==> src/design/hashed_block_cache_directory_assert.svh <==
// Assertion macros for the hashed block cache directory.
`ifndef HASHED_BLOCK_CACHE_DIRECTORY_ASSERT_SVH
`define HASHED_BLOCK_CACHE_DIRECTORY_ASSERT_SVH

// Same-cycle implication, disabled in reset.
`define HBCD_ASSERT_IMP(lbl, clk, rst_n, ante, cons, msg) \
	lbl: assert property (@(posedge clk) disable iff (!rst_n) (ante) |-> (cons)) \
		else $error(msg);

// Next-cycle implication, disabled in reset.
`define HBCD_ASSERT_NXT(lbl, clk, rst_n, ante, cons, msg) \
	lbl: assert property (@(posedge clk) disable iff (!rst_n) (ante) |=> (cons)) \
		else $error(msg);

`endif

==> src/design/hbcd_pkg.sv <==
// Shared types, constants and sequencer states of the cache directory.
`timescale 1ns / 1ps

package hbcd_pkg;

	localparam int ENTRIES_DEF  = 1024;
	localparam int TAG_BITS_DEF = 64;

	localparam int WIN_W    = 11;
	localparam int TIME_W   = 48;
	localparam int KEY_W    = 64;
	localparam int ROFF_W   = 10;
	localparam int SLOT_W   = 10;
	localparam int RATE_W   = 7;
	localparam int CNT_W    = 32;
	localparam int SUM_W64  = 64;

	// shared divider: dividend and divisor widths, step counter
	localparam int DVD_W  = 66;
	localparam int DVS_W  = 34;
	localparam int STEP_W = 7;

	localparam logic [WIN_W-1:0] WIN_RESET = 11'd4;
	localparam int ALPHA_K = 10;
	localparam int PCT     = 100;

	localparam logic [1:0] FUNC_LOOKUP = 2'd0;
	localparam logic [1:0] FUNC_INSERT = 2'd1;
	localparam logic [1:0] FUNC_TICK   = 2'd2;

	typedef struct packed {
		logic [1:0]        func;
		logic [KEY_W-1:0]  key_hash;
		logic [ROFF_W-1:0] random_offset;
		logic [TIME_W-1:0] now_us;
	} req_t;

	typedef struct packed {
		logic              hit;
		logic [SLOT_W-1:0] slot;
		logic [RATE_W-1:0] hit_rate_percent;
		logic [TIME_W-1:0] mean_lifespan_us;
	} rsp_t;

	typedef struct packed {
		logic              start;
		logic [STEP_W-1:0] steps;
	} div_req_t;

	typedef struct packed {
		logic busy;
		logic done;
	} div_sts_t;

	typedef enum logic [4:0] {
		ST_CLEAR,
		ST_IDLE,
		ST_HOME_GO,
		ST_HOME_WAIT,
		ST_DISPATCH,
		ST_LOOKUP,
		ST_INS_GO,
		ST_INS_WAIT,
		ST_SUM_GO,
		ST_SUM_WAIT,
		ST_INS_RD,
		ST_INS_WR,
		ST_LS_GO,
		ST_LS_WAIT,
		ST_HR_GO,
		ST_HR_WAIT,
		ST_DONE
	} state_t;

endpackage

==> src/design/hbcd_div.sv <==
// Shared restoring divider, one quotient bit per cycle.
`timescale 1ns / 1ps

module hbcd_div (
	input  logic                           clk,
	input  logic                           arst_n,
	input  hbcd_pkg::div_req_t             ctl,
	input  logic [hbcd_pkg::DVD_W-1:0]     dividend,
	input  logic [hbcd_pkg::DVS_W-1:0]     divisor,
	output hbcd_pkg::div_sts_t             sts,
	output logic [hbcd_pkg::DVD_W-1:0]     quotient,
	output logic [hbcd_pkg::DVS_W-1:0]     remainder
);

	localparam int DVD_W  = hbcd_pkg::DVD_W;
	localparam int DVS_W  = hbcd_pkg::DVS_W;
	localparam int STEP_W = hbcd_pkg::STEP_W;

	logic              busy_q, done_q;
	logic [STEP_W-1:0] cnt_q;
	logic [DVD_W-1:0]  dvd_q, quo_q;
	logic [DVS_W-1:0]  dvs_q, rem_q;
	logic [DVS_W:0]    trial, diff;
	logic              ge;

	// dividend arrives left-aligned; its top bit feeds the partial remainder
	assign trial = {rem_q, dvd_q[DVD_W-1]};
	assign ge    = trial >= {1'b0, dvs_q};
	assign diff  = trial - {1'b0, dvs_q};

	always_ff @(posedge clk or negedge arst_n) begin
		if (!arst_n) begin
			busy_q <= 1'b0;
			done_q <= 1'b0;
			cnt_q  <= '0;
		end else begin
			done_q <= 1'b0;
			if (ctl.start) begin
				busy_q <= 1'b1;
				cnt_q  <= ctl.steps;
			end else if (busy_q) begin
				cnt_q <= cnt_q - 1'b1;
				if (cnt_q == STEP_W'(1)) begin
					busy_q <= 1'b0;
					done_q <= 1'b1;
				end
			end
		end
	end

	always_ff @(posedge clk) begin
		if (ctl.start) begin
			dvd_q <= dividend;
			dvs_q <= divisor;
			rem_q <= '0;
			quo_q <= '0;
		end else if (busy_q) begin
			dvd_q <= {dvd_q[DVD_W-2:0], 1'b0};
			quo_q <= {quo_q[DVD_W-2:0], ge};
			rem_q <= ge ? diff[DVS_W-1:0] : trial[DVS_W-1:0];
		end
	end

	assign sts.busy  = busy_q;
	assign sts.done  = done_q;
	assign quotient  = quo_q;
	assign remainder = rem_q;

endmodule

==> config.mk <==
export PLATFORM = sky130hd
export DESIGN_NAME = hbcd_div
export DESIGN_NICKNAME = d
export VERILOG_FILES = /design/src/design/hashed_block_cache_directory_assert.svh /design/src/design/hbcd_pkg.sv /design/src/design/hbcd_div.sv
export SDC_FILE = /design/constraint.sdc
export NUM_CORES = 1
export LEC_CHECK = 0
export BUFFER_PORTS_ARGS = -buffer_cell sky130_fd_sc_hd__clkbuf_2
export CAP_MARGIN = 20
export CORE_MARGIN = 8
export CORE_UTILIZATION = 50
export DETAILED_ROUTE_END_ITERATION = 10
export PLACE_DENSITY_LB_ADDON = 0.12
export SYNTH_ARGS = -nofsm -noshare
export SYNTH_HDL_FRONTEND = slang
export SYNTH_SLANG_ARGS = --single-unit
==> constraint.sdc <==
create_clock -name clk -period 5.5 [get_ports clk]
set_input_delay 0.825 -clock clk [delete_from_list [all_inputs] [get_ports clk]]
set_output_delay 0.825 -clock clk [all_outputs]
set_load 0.005 [all_outputs]
# Word level (Yosys, flattened, before mapping)
# Index checks and enable logic that the tools add are counted.
[totals]
ff_bits = 209
latchBits = 0
ram_bits = 0
mem_bits_ro = 0
input_bits = 110
out_inout_bits = 102
wordCells = 23
memories = 0
[classes]
add_sub_neg = 2
n_mul = 0
n_div = 0
magnitude_cmp = 1
n_eq_ne = 1
shifts = 0
muxes = 11
bitwise = 0
n_reduce_logical = 1
[ops]
columns = ["operator", "count"]
rows = [
  ["2-to-1 mux 66 bit", 2],
  ["greater-or-equal comparator 35 x 34 -> 1 bit", 1],
  ["2-to-1 mux 34 bit", 1],
  ["subtractor 34 bit", 1],
  ["2-to-1 mux 7 bit", 2],
  ["equality test 7 x 1 -> 1 bit (second input constant)", 1],
  ["subtractor 7 x 1 -> 7 bit (second input constant)", 1],
  ["2-to-1 mux 1 bit", 6],
  ["nonzero test 2 bit", 1],
]

# Longest topological paths before layout
# Gate-level depths: netlist (run 1).
[logic_depth]
ltp_word = 4
mapped_depth = 13

# Worst setup path after synthesis (run 1)
# No wires, ideal clock.
[synth_timing]
kind = "in2reg"
startpoint = "input port ctl[7] (netlist bit)"
endpoint = "register dvd_q[0], enable pin"
arrival_ns = 2.492
setup_slack_ns = 2.588
cell_stages = 3
path_buffers = 1
path_cell_list = "clkbuf_1 > nor2_1 > inv_1"
[synth_via]
elab_chain_len = 1
[synth_lines]
columns = ["item", "line", "rtl"]
rows = [
  ["start: declaration", "hbcd_div.sv:7", "input hbcd_pkg::div_req_t ctl,"],
  ["nonzero test 2 bit (no source line)", "--", ""],
  ["end signal: assignment", "hbcd_div.sv:53", "dvd_q <= dividend;"],
  ["end signal: assignment", "hbcd_div.sv:58", "dvd_q <= {dvd_q[DVD_W-2:0], 1'b0};"],
  ["end: declaration", "hbcd_div.sv:21", "logic [DVD_W-1:0] dvd_q, quo_q;"],
]
# Every way passes these cells.
# A chain may end at the register's enable or synchronous reset.

# Final worst setup path (run 1)
[layout_timing]
startpoint = "register dvs_q[14]"
endpoint = "register rem_q[7] (netlist: remainder[7])"
[layout_via]
elab_chain_len = 2
[layout_lines]
columns = ["item", "line", "rtl"]
rows = [
  ["start: declaration", "hbcd_div.sv:22", "logic [DVS_W-1:0] dvs_q, rem_q;"],
  ["start signal: assignment", "hbcd_div.sv:54", "dvs_q <= divisor;"],
  ["greater-or-equal comparator 35 x 34 -> 1 bit", "hbcd_div.sv:28", "assign ge = trial >= {1'b0, dvs_q};"],
  ["2-to-1 mux 34 bit", "hbcd_div.sv:60", "rem_q <= ge ? diff[DVS_W-1:0] : trial[DVS_W-1:0];"],
  ["end signal: assignment", "hbcd_div.sv:60", ""],
  ["end: declaration", "hbcd_div.sv:22", ""],
]
# Every way passes these cells.

==> out/metrics.cfg, run 1 <==
[status]
status=finished clean

[setup_path]
crit_type=reg2reg
worstSetupStartpointType=flop
cp.required_ps=5920
crit_path_max_fanout=20
critPathMaxStageDelay_ps=700
path_buf_inv=2
reg2reg_to=remainder[7]$_SDFFE_PP0P_
cpMostUsedCell=o21a_1
cp_top_family=compound AO/OA/AOI/OAI gates
slowest_stage=o21a_1
crit_chain=inv_1 > ha_1 > nand2_1 > o21a_1 > o211a_2 > a22o_1 > a211oi_1 > o21a_1 > buf_4 > nor3_1 > a2111oi_2
crit_path_end_kind=flop
reg2reg_slack_ps=1890
arrival_ps=4040
r2r_cells=11
r2r_start=dvs_q[14]$_DFFE_PP_

[route]
postRouteAntennaNets=0
vias=7802
viasPerCell=5.42
wl_per_cell_um=17.7
drt_first_iter_violations=466
drt-total-wl_um=25500
first_pass_iters=5
drc=0

[worst_hold_path]
hold_class=in2async

[clock_tree]
clock_path_buffers=3
cts_setup_buffers=0
numClockSinks=209
cts_tree=yes
root_buffer=clkbuf_16
clkTransAtPathRegs_ps=60
htree_levels=1
cts_resized=0
cts_made_buffers=24
ctsHoldBuffers=0
clock_latency_ps=540

[layout]
final_nets=1293
multi_input_area_mm2=0.00472
n_antenna_cell=0
utilization=0.598
ff_latch_area_mm2=0.00523
drive_above_1_share=0.295
syn_to_final_growth_pct=19.2
nFillCells=1827

[power_and_ir_drop]
p_leak_uw=0.00580
peakVddDrop_mv=0.240
power_density_mw_per_mm2=373

[yosys]
synth-edff-count=100
syn_area_mm2=0.0104
synth_cell_type_count=75
synth_top_area_frac=0.288
syn_nets=1116
ys.flop_type=edfxtp_1
avgSynthCellArea_um2=10.8
ys_top_cells_by_area=edfxtp_1 (29%), dfxtp_1 (19%), mux2_2 (7.0%)
ys_warn_count=0
synth.largest_area_cell=edfxtp_1
synth.cells.most_frequent=nor2_1 (114), dfxtp_1 (100), edfxtp_1 (100), mux2i_1 (68), mux2_2 (65)
syn_inst=969
synth.most_common_cell=nor2_1
async_reset_ff_frac=0.0431
ys_ff_latch=209
yosysSeqAreaShare=0.502

[placed_design]
dp_slack_ps=1960
dp_hpwl_um=17800
port_buffers=211
gp_congestion=0.830

[timing]
tightest_slew_ps=1060
fmax_mhz=277
tns_ps=0
drv_slew=0
finalHoldViolations=0
grt_setup_unrepaired=false
finClkSkew_ps=16.4
fin_crit_sh=0.657
final-setup-viol-count=0
slew_headroom=0.296
setup_ws_ps=1890
post-route-min-period_ps=3610

[grt]
grt_pass1_vias=7897
grt_pass1_wl_um=41000
grtUsageTotal=0.192
grt_max_degree=145
antenna_found_initial=2
grt_remaining_overflow=0

[floorplanning]
die_y_um=160
start_util=0.502
coreArea_mm2=0.0208
fp.dieW_um=160
io_pins=212
die_area_mm2=0.0257
num_rows=53

[run]
max-cap-violations=0

[cell type report]
class                           count  share of cell area
Timing Repair Buffer              218              0.0908
Inverter                           45              0.0136
Tap cell                          275              0.0277
Sequential cell                   209               0.422
Multi-Input combinational cell    648               0.380
Clock buffer                       36              0.0579
Clock inverter                      8             0.00836
[stage by stage]
| stage | instance area, µm² | instances | hold slack (ps) | power (µW) |
|---|---|---|---|---|
| after floorplan | 10400 | 969 | 485 | 2740 |
| after global placement | 11600 | 1395 | 474 | 3040 |
| after detailed placement | 11600 | 1395 | 489 | 3050 |
| after CTS | 12400 | 1439 | 132 | 4680 |
| after global routing | 12400 | 1439 | 137 | 4890 |
| final | 12400 | 1439 | 138 | 4630 |
[logic make-up (layout without fill, tap and decap cells)]
family / Yosys count / count (layout) / synth area share
adder cells (fa/ha/maj): 37 / 37 / 0.0452
flip-flops: 209 / 209 / 0.502
buffers and inverters: 112 / 307 / 0.0456
multiplexers: 133 / 133 / 0.136
AND/OR/NAND/NOR: 255 / 255 / 0.113
XOR/XNOR: 33 / 33 / 0.0277
AO/OA/AOI/OAI: 190 / 190 / 0.131
[worst register-to-register path: cells and delay by family, from the launching register on]
| family | cells | cell delay, ps |
|---|---|---|
| AOI/OAI and AO/OA | 6 | 2110 |
| and+or+nand+nor | 2 | 190 |
| DFF | 1 | 330 |
| adders and majority gates | 1 | 450 |
| buffers and inverters | 2 | 420 |
[routing by layer]
| layer | share of wire | global-route usage |
|---|---|---|
| met3 | 0.078 | 0.0635 |
| met2 | 0.47 | 0.317 |
| met5 | 0.0011 | 0 |
| met4 | 0.022 | 0.0476 |
| met1 | 0.43 | 0.238 |
[registers in the layout, indices dropped and copies added, names as in the netlist]
| signal | count |
|---|---|
| dvd_q | 66 |
| quotient | 66 |
| dvs_q | 34 |
| remainder | 34 |
| cnt_q | 7 |
| busy_q | 1 |
| done_q | 1 |
[worst max-delay path by stage]
stage,from,end,slack [ps],cells past startpoint
CTS,dvs_q[14]$_DFFE_PP_,remainder[7]$_SDFFE_PP0P_,1920,11
detailed placement,dvs_q[1]$_DFFE_PP_,remainder[29]$_SDFFE_PP0P_,1960,11
finish,dvs_q[14]$_DFFE_PP_,remainder[7]$_SDFFE_PP0P_,1890,11
global placement,remainder[3]$_SDFFE_PP0P_,remainder[29]$_SDFFE_PP0P_,2030,10
global route,dvs_q[14]$_DFFE_PP_,remainder[7]$_SDFFE_PP0P_,1680,11
floorplan,ctl[7],dvd_q[0]$_SDFFCE_PN0P_,2590,3
[placed cells by master, fill, tap and decap left out, drive strengths merged, types with 9 or more instances in the layout]
master | netlist | routed
clkbuf | 44 | 246
nor2 | 114 | 114
edfxtp | 100 | 100
dfxtp | 100 | 100
mux2i | 68 | 68
mux2 | 65 | 65
o21ai | 50 | 50
inv | 45 | 45
nand2 | 42 | 42
nand3 | 37 | 37
ha | 36 | 36
a21oi | 34 | 34
a311oi | 22 | 22
xnor2 | 21 | 21
a21o | 15 | 15
xor2 | 12 | 12
nor3 | 11 | 11
dfrtp | 9 | 9
[power by group]
part	leakage (µW)	switching [µW]	internal [µW]
Clock	0.000403	646	961
Combinational	0.00345	631	494
Sequential	0.00195	106	1790
Power figures use the tool's default switching activity.
==> run 2: changes to the inputs <==
--- a/config.mk
+++ b/config.mk
@@ -5,6 +5,7 @@
 export SDC_FILE = /design/constraint.sdc
 export NUM_CORES = 1
 export LEC_CHECK = 0
+export ABC_AREA = 1
 export BUFFER_PORTS_ARGS = -buffer_cell sky130_fd_sc_hd__clkbuf_2
 export CAP_MARGIN = 20
 export CORE_MARGIN = 8
==> constraint.sdc (replaced) <==
create_clock -name clk -period 3.25 [get_ports clk]
set_input_delay 0.4875 -clock clk [delete_from_list [all_inputs] [get_ports clk]]
set_output_delay 0.4875 -clock clk [all_outputs]
set_load 0.005 [all_outputs]
==> out/metrics.cfg, run 2 <==
[yosys]
synth_top_family_by_area=simple AND/OR/NAND/NOR gates  ; was multiplexers
synth-xor-area-share=0.0156  ; was 0.0277
synth.most_common_cell=nand2_1  ; was nor2_1
ys.flop_type=edfxtp_1  ; unchanged
yosysSeqAreaShare=0.489  ; was 0.502
synth.cells.most_frequent=nand2_1 (552), inv_1 (215), dfxtp_1 (100), edfxtp_1 (100)  ; was nor2_1 (114), dfxtp_1 (100), edfxtp_1 (100), mux2i_1 (68), mux2_2 (65)
synth.largest_area_cell=edfxtp_1  ; unchanged
async_reset_ff_frac=0.0431  ; unchanged
synthAdderAreaFrac=0.0440  ; was 0.0452
syn_nets=1529  ; was 1116
ys_ff_latch=209  ; unchanged
yosys.area_share.simple=0.290  ; was 0.113
synthMuxAreaShare=0  ; was 0.136
ys_top_cells_by_area=edfxtp_1 (28%), nand2_1 (19%), dfxtp_1 (19%)  ; was edfxtp_1 (29%), dfxtp_1 (19%), mux2_2 (7.0%)
synth_compound_area_frac=0.0658  ; was 0.131
synth-edff-count=100  ; unchanged
synth_cell_type_count=42  ; was 75
syn_inst=1382  ; was 969
synth_top_area_frac=0.281  ; was 0.288
avgSynthCellArea_um2=7.74  ; was 10.8 µm²
syn_area_mm2=0.0107  ; was 0.0104 mm²
ys_warn_count=0  ; unchanged

[layout]
utilization=0.607  ; was 0.598
drive_above_1_share=0.183  ; was 0.295
n_antenna_cell=0  ; unchanged
final_common_cell=nand2_1  ; was clkbuf_2
ff_latch_area_mm2=0.00523  ; about the same
nFillCells=1993  ; was 1827
syn_to_final_growth_pct=19.4  ; was 19.2%
finalInstanceArea_mm2=0.0128  ; was 0.0124 mm²
final_cell_mix=nand2_1 (552), inv_1 (214), clkbuf_2 (212)  ; was clkbuf_2 (212), nor2_1 (113), edfxtp_1 (100), dfxtp_1 (100), mux2i_1 (68)
final_nets=1730  ; was 1293
multi_input_area_mm2=0.00445  ; was 0.00472 mm²

[timing]
tightest_slew_ps=812  ; was 1060 ps
fmax_mhz=382  ; was 277 MHz
grt_setup_unrepaired=false  ; unchanged
drv_slew=0  ; unchanged
finalHoldViolations=0  ; unchanged
tns_ps=0  ; unchanged
slew_headroom=0.459  ; was 0.296
fin_crit_sh=0.806  ; was 0.657
post-route-min-period_ps=2620  ; was 3610 ps
finClkSkew_ps=17.3  ; was 16.4 ps
final-setup-viol-count=0  ; unchanged
whs_ps=127  ; was 138 ps

[power_and_ir_drop]
power_density_mw_per_mm2=526  ; was 373 mW/mm²
peakVddDrop_mv=0.415  ; was 0.240 mV
p_leak_uw=0.00660  ; was 0.00580 µW
power_uw=6720  ; was 4630 µW

[worst_hold_path]
hold_class=in2reg  ; was in2async
hp-start=divisor[9]

[setup_path]
crit_path_end_kind=flop  ; unchanged
cp.required_ps=3670  ; was 5920 ps
crit_start=dvs_q[18]$_DFFE_PP_  ; was dvs_q[14]$_DFFE_PP_
worstSetupStartpointType=flop  ; unchanged
reg2reg_slack_ps=630  ; was 1890 ps
arrival_ps=3040  ; was 4040 ps
crit_path_max_fanout=35  ; was 20
crit_type=reg2reg  ; unchanged
r2r_start=dvs_q[18]$_DFFE_PP_  ; was dvs_q[14]$_DFFE_PP_

[status]
status=finished clean  ; unchanged

[grt]
grt_remaining_overflow=0  ; unchanged
grt_pass1_vias=9105  ; was 7897
antenna_found_initial=2  ; unchanged
grt_max_degree=122  ; was 145
grt_pass1_wl_um=45800  ; was 41000 µm
grtUsageTotal=0.213  ; was 0.192

[floorplanning]
die_y_um=162  ; was 160 µm
num_rows=53  ; unchanged
fp.dieW_um=162  ; was 160 µm
io_pins=212  ; unchanged
coreArea_mm2=0.0210  ; was 0.0208 mm²
start_util=0.509  ; was 0.502
die_area_mm2=0.0263  ; was 0.0257 mm²

[route]
vias=9205  ; was 7802
viasPerCell=4.91  ; was 5.42
wl_per_cell_um=15.2  ; was 17.7 µm
drc=0  ; unchanged
first_pass_iters=8  ; was 5
drt_first_iter_violations=560  ; was 466
drt-total-wl_um=28600  ; was 25500 µm
postRouteAntennaNets=0  ; unchanged

[clock_tree]
clkTransAtPathRegs_ps=60  ; about the same
clock_latency_ps=530  ; was 540 ps
root_buffer=clkbuf_16  ; unchanged
cts_made_buffers=24  ; unchanged
cts_setup_buffers=0  ; unchanged
numClockSinks=209  ; unchanged
cts_tree=yes  ; unchanged
clock_path_buffers=3  ; unchanged
htree_levels=1  ; unchanged

[placed_design]
gp_congestion=1.01  ; was 0.830
placed_cell_area_mm2=0.0120  ; was 0.0116 mm²
port_buffers=211  ; unchanged
dp_hpwl_um=21100  ; was 17800 µm

[run]
max-cap-violations=0  ; unchanged

## run 2: cells by family after synthesis
kind of cell    after synthesis
xor+xnor                     19
simple gates                737
flops                       209
compound gates              115
buf+inv                     265
fa+ha+maj                    37
## run 2: worst max-delay path: stages (launching register included)
cell      delay (ps)
edfxtp_1         370
inv_1             90
ha_1             300
nand2_1          150
inv_1             50
nand2_1           60
nand2_1           60
inv_1             50
nand2_1           70
a21oi_1          160
nand2_1          120
nand2_4          340
nand2_8          260
nand2_2          230
nand2_1           70
nand2_1           60
nand2_1           40
## run 2: path summary, 6_finish.rpt
| kind | to | cells after the start |
|---|---|---|
| setup / recovery | remainder[31]$_SDFFE_PP0P_ | 16 |
| hold / removal | dvs_q[9]$_DFFE_PP_ | 1 |
| setup reg to reg | remainder[31]$_SDFFE_PP0P_ | 16 |
| hold reg to reg | quotient[65]$_SDFFE_PP0P_ | 2 |
| max in group asynchronous | cnt_q[5]$_DFFE_PN0P_ | 2 |
| min in group asynchronous | cnt_q[3]$_DFFE_PN0P_ | 2 |
## run 2: power breakdown
part,total (µW),internal [µW],switching [µW]
Sequential,3040,2960,86.5
Combinational,1090,397,690
Clock,2590,1530,1060
Total,6720,4880,1840
## run 2: metal layers
metal,GRT usage,part of all wire,vias up
met5,0,0.00091,-
met4,0.0838,0.035,4
met3,0.0549,0.069,62
li1,-,-,4778
met1,0.257,0.42,4123
met2,0.357,0.48,238
## run 2: area by class of cell
class                   count  area share
repair buffers            221      0.0900
flip-flops and latches    209       0.410
well taps                 275      0.0269
multi-input cells         908       0.348
clock inverters             6     0.00451
clock buffers              37      0.0561
inverters                 219      0.0646
## run 2: stage by stage
stage                     instances  worst slack, ps
after floorplan                1382              159
after global placement         1831              688
after detailed placement       1831              632
after CTS                      1875              617
after global routing           1875              324
final                          1875              630
## run 2: repair_timing
item	CTS	global route
gates resized for setup	0	0
hold endpoints to repair	9	0
hold buffers	1	0
endpoints found under the setup margin	0	0
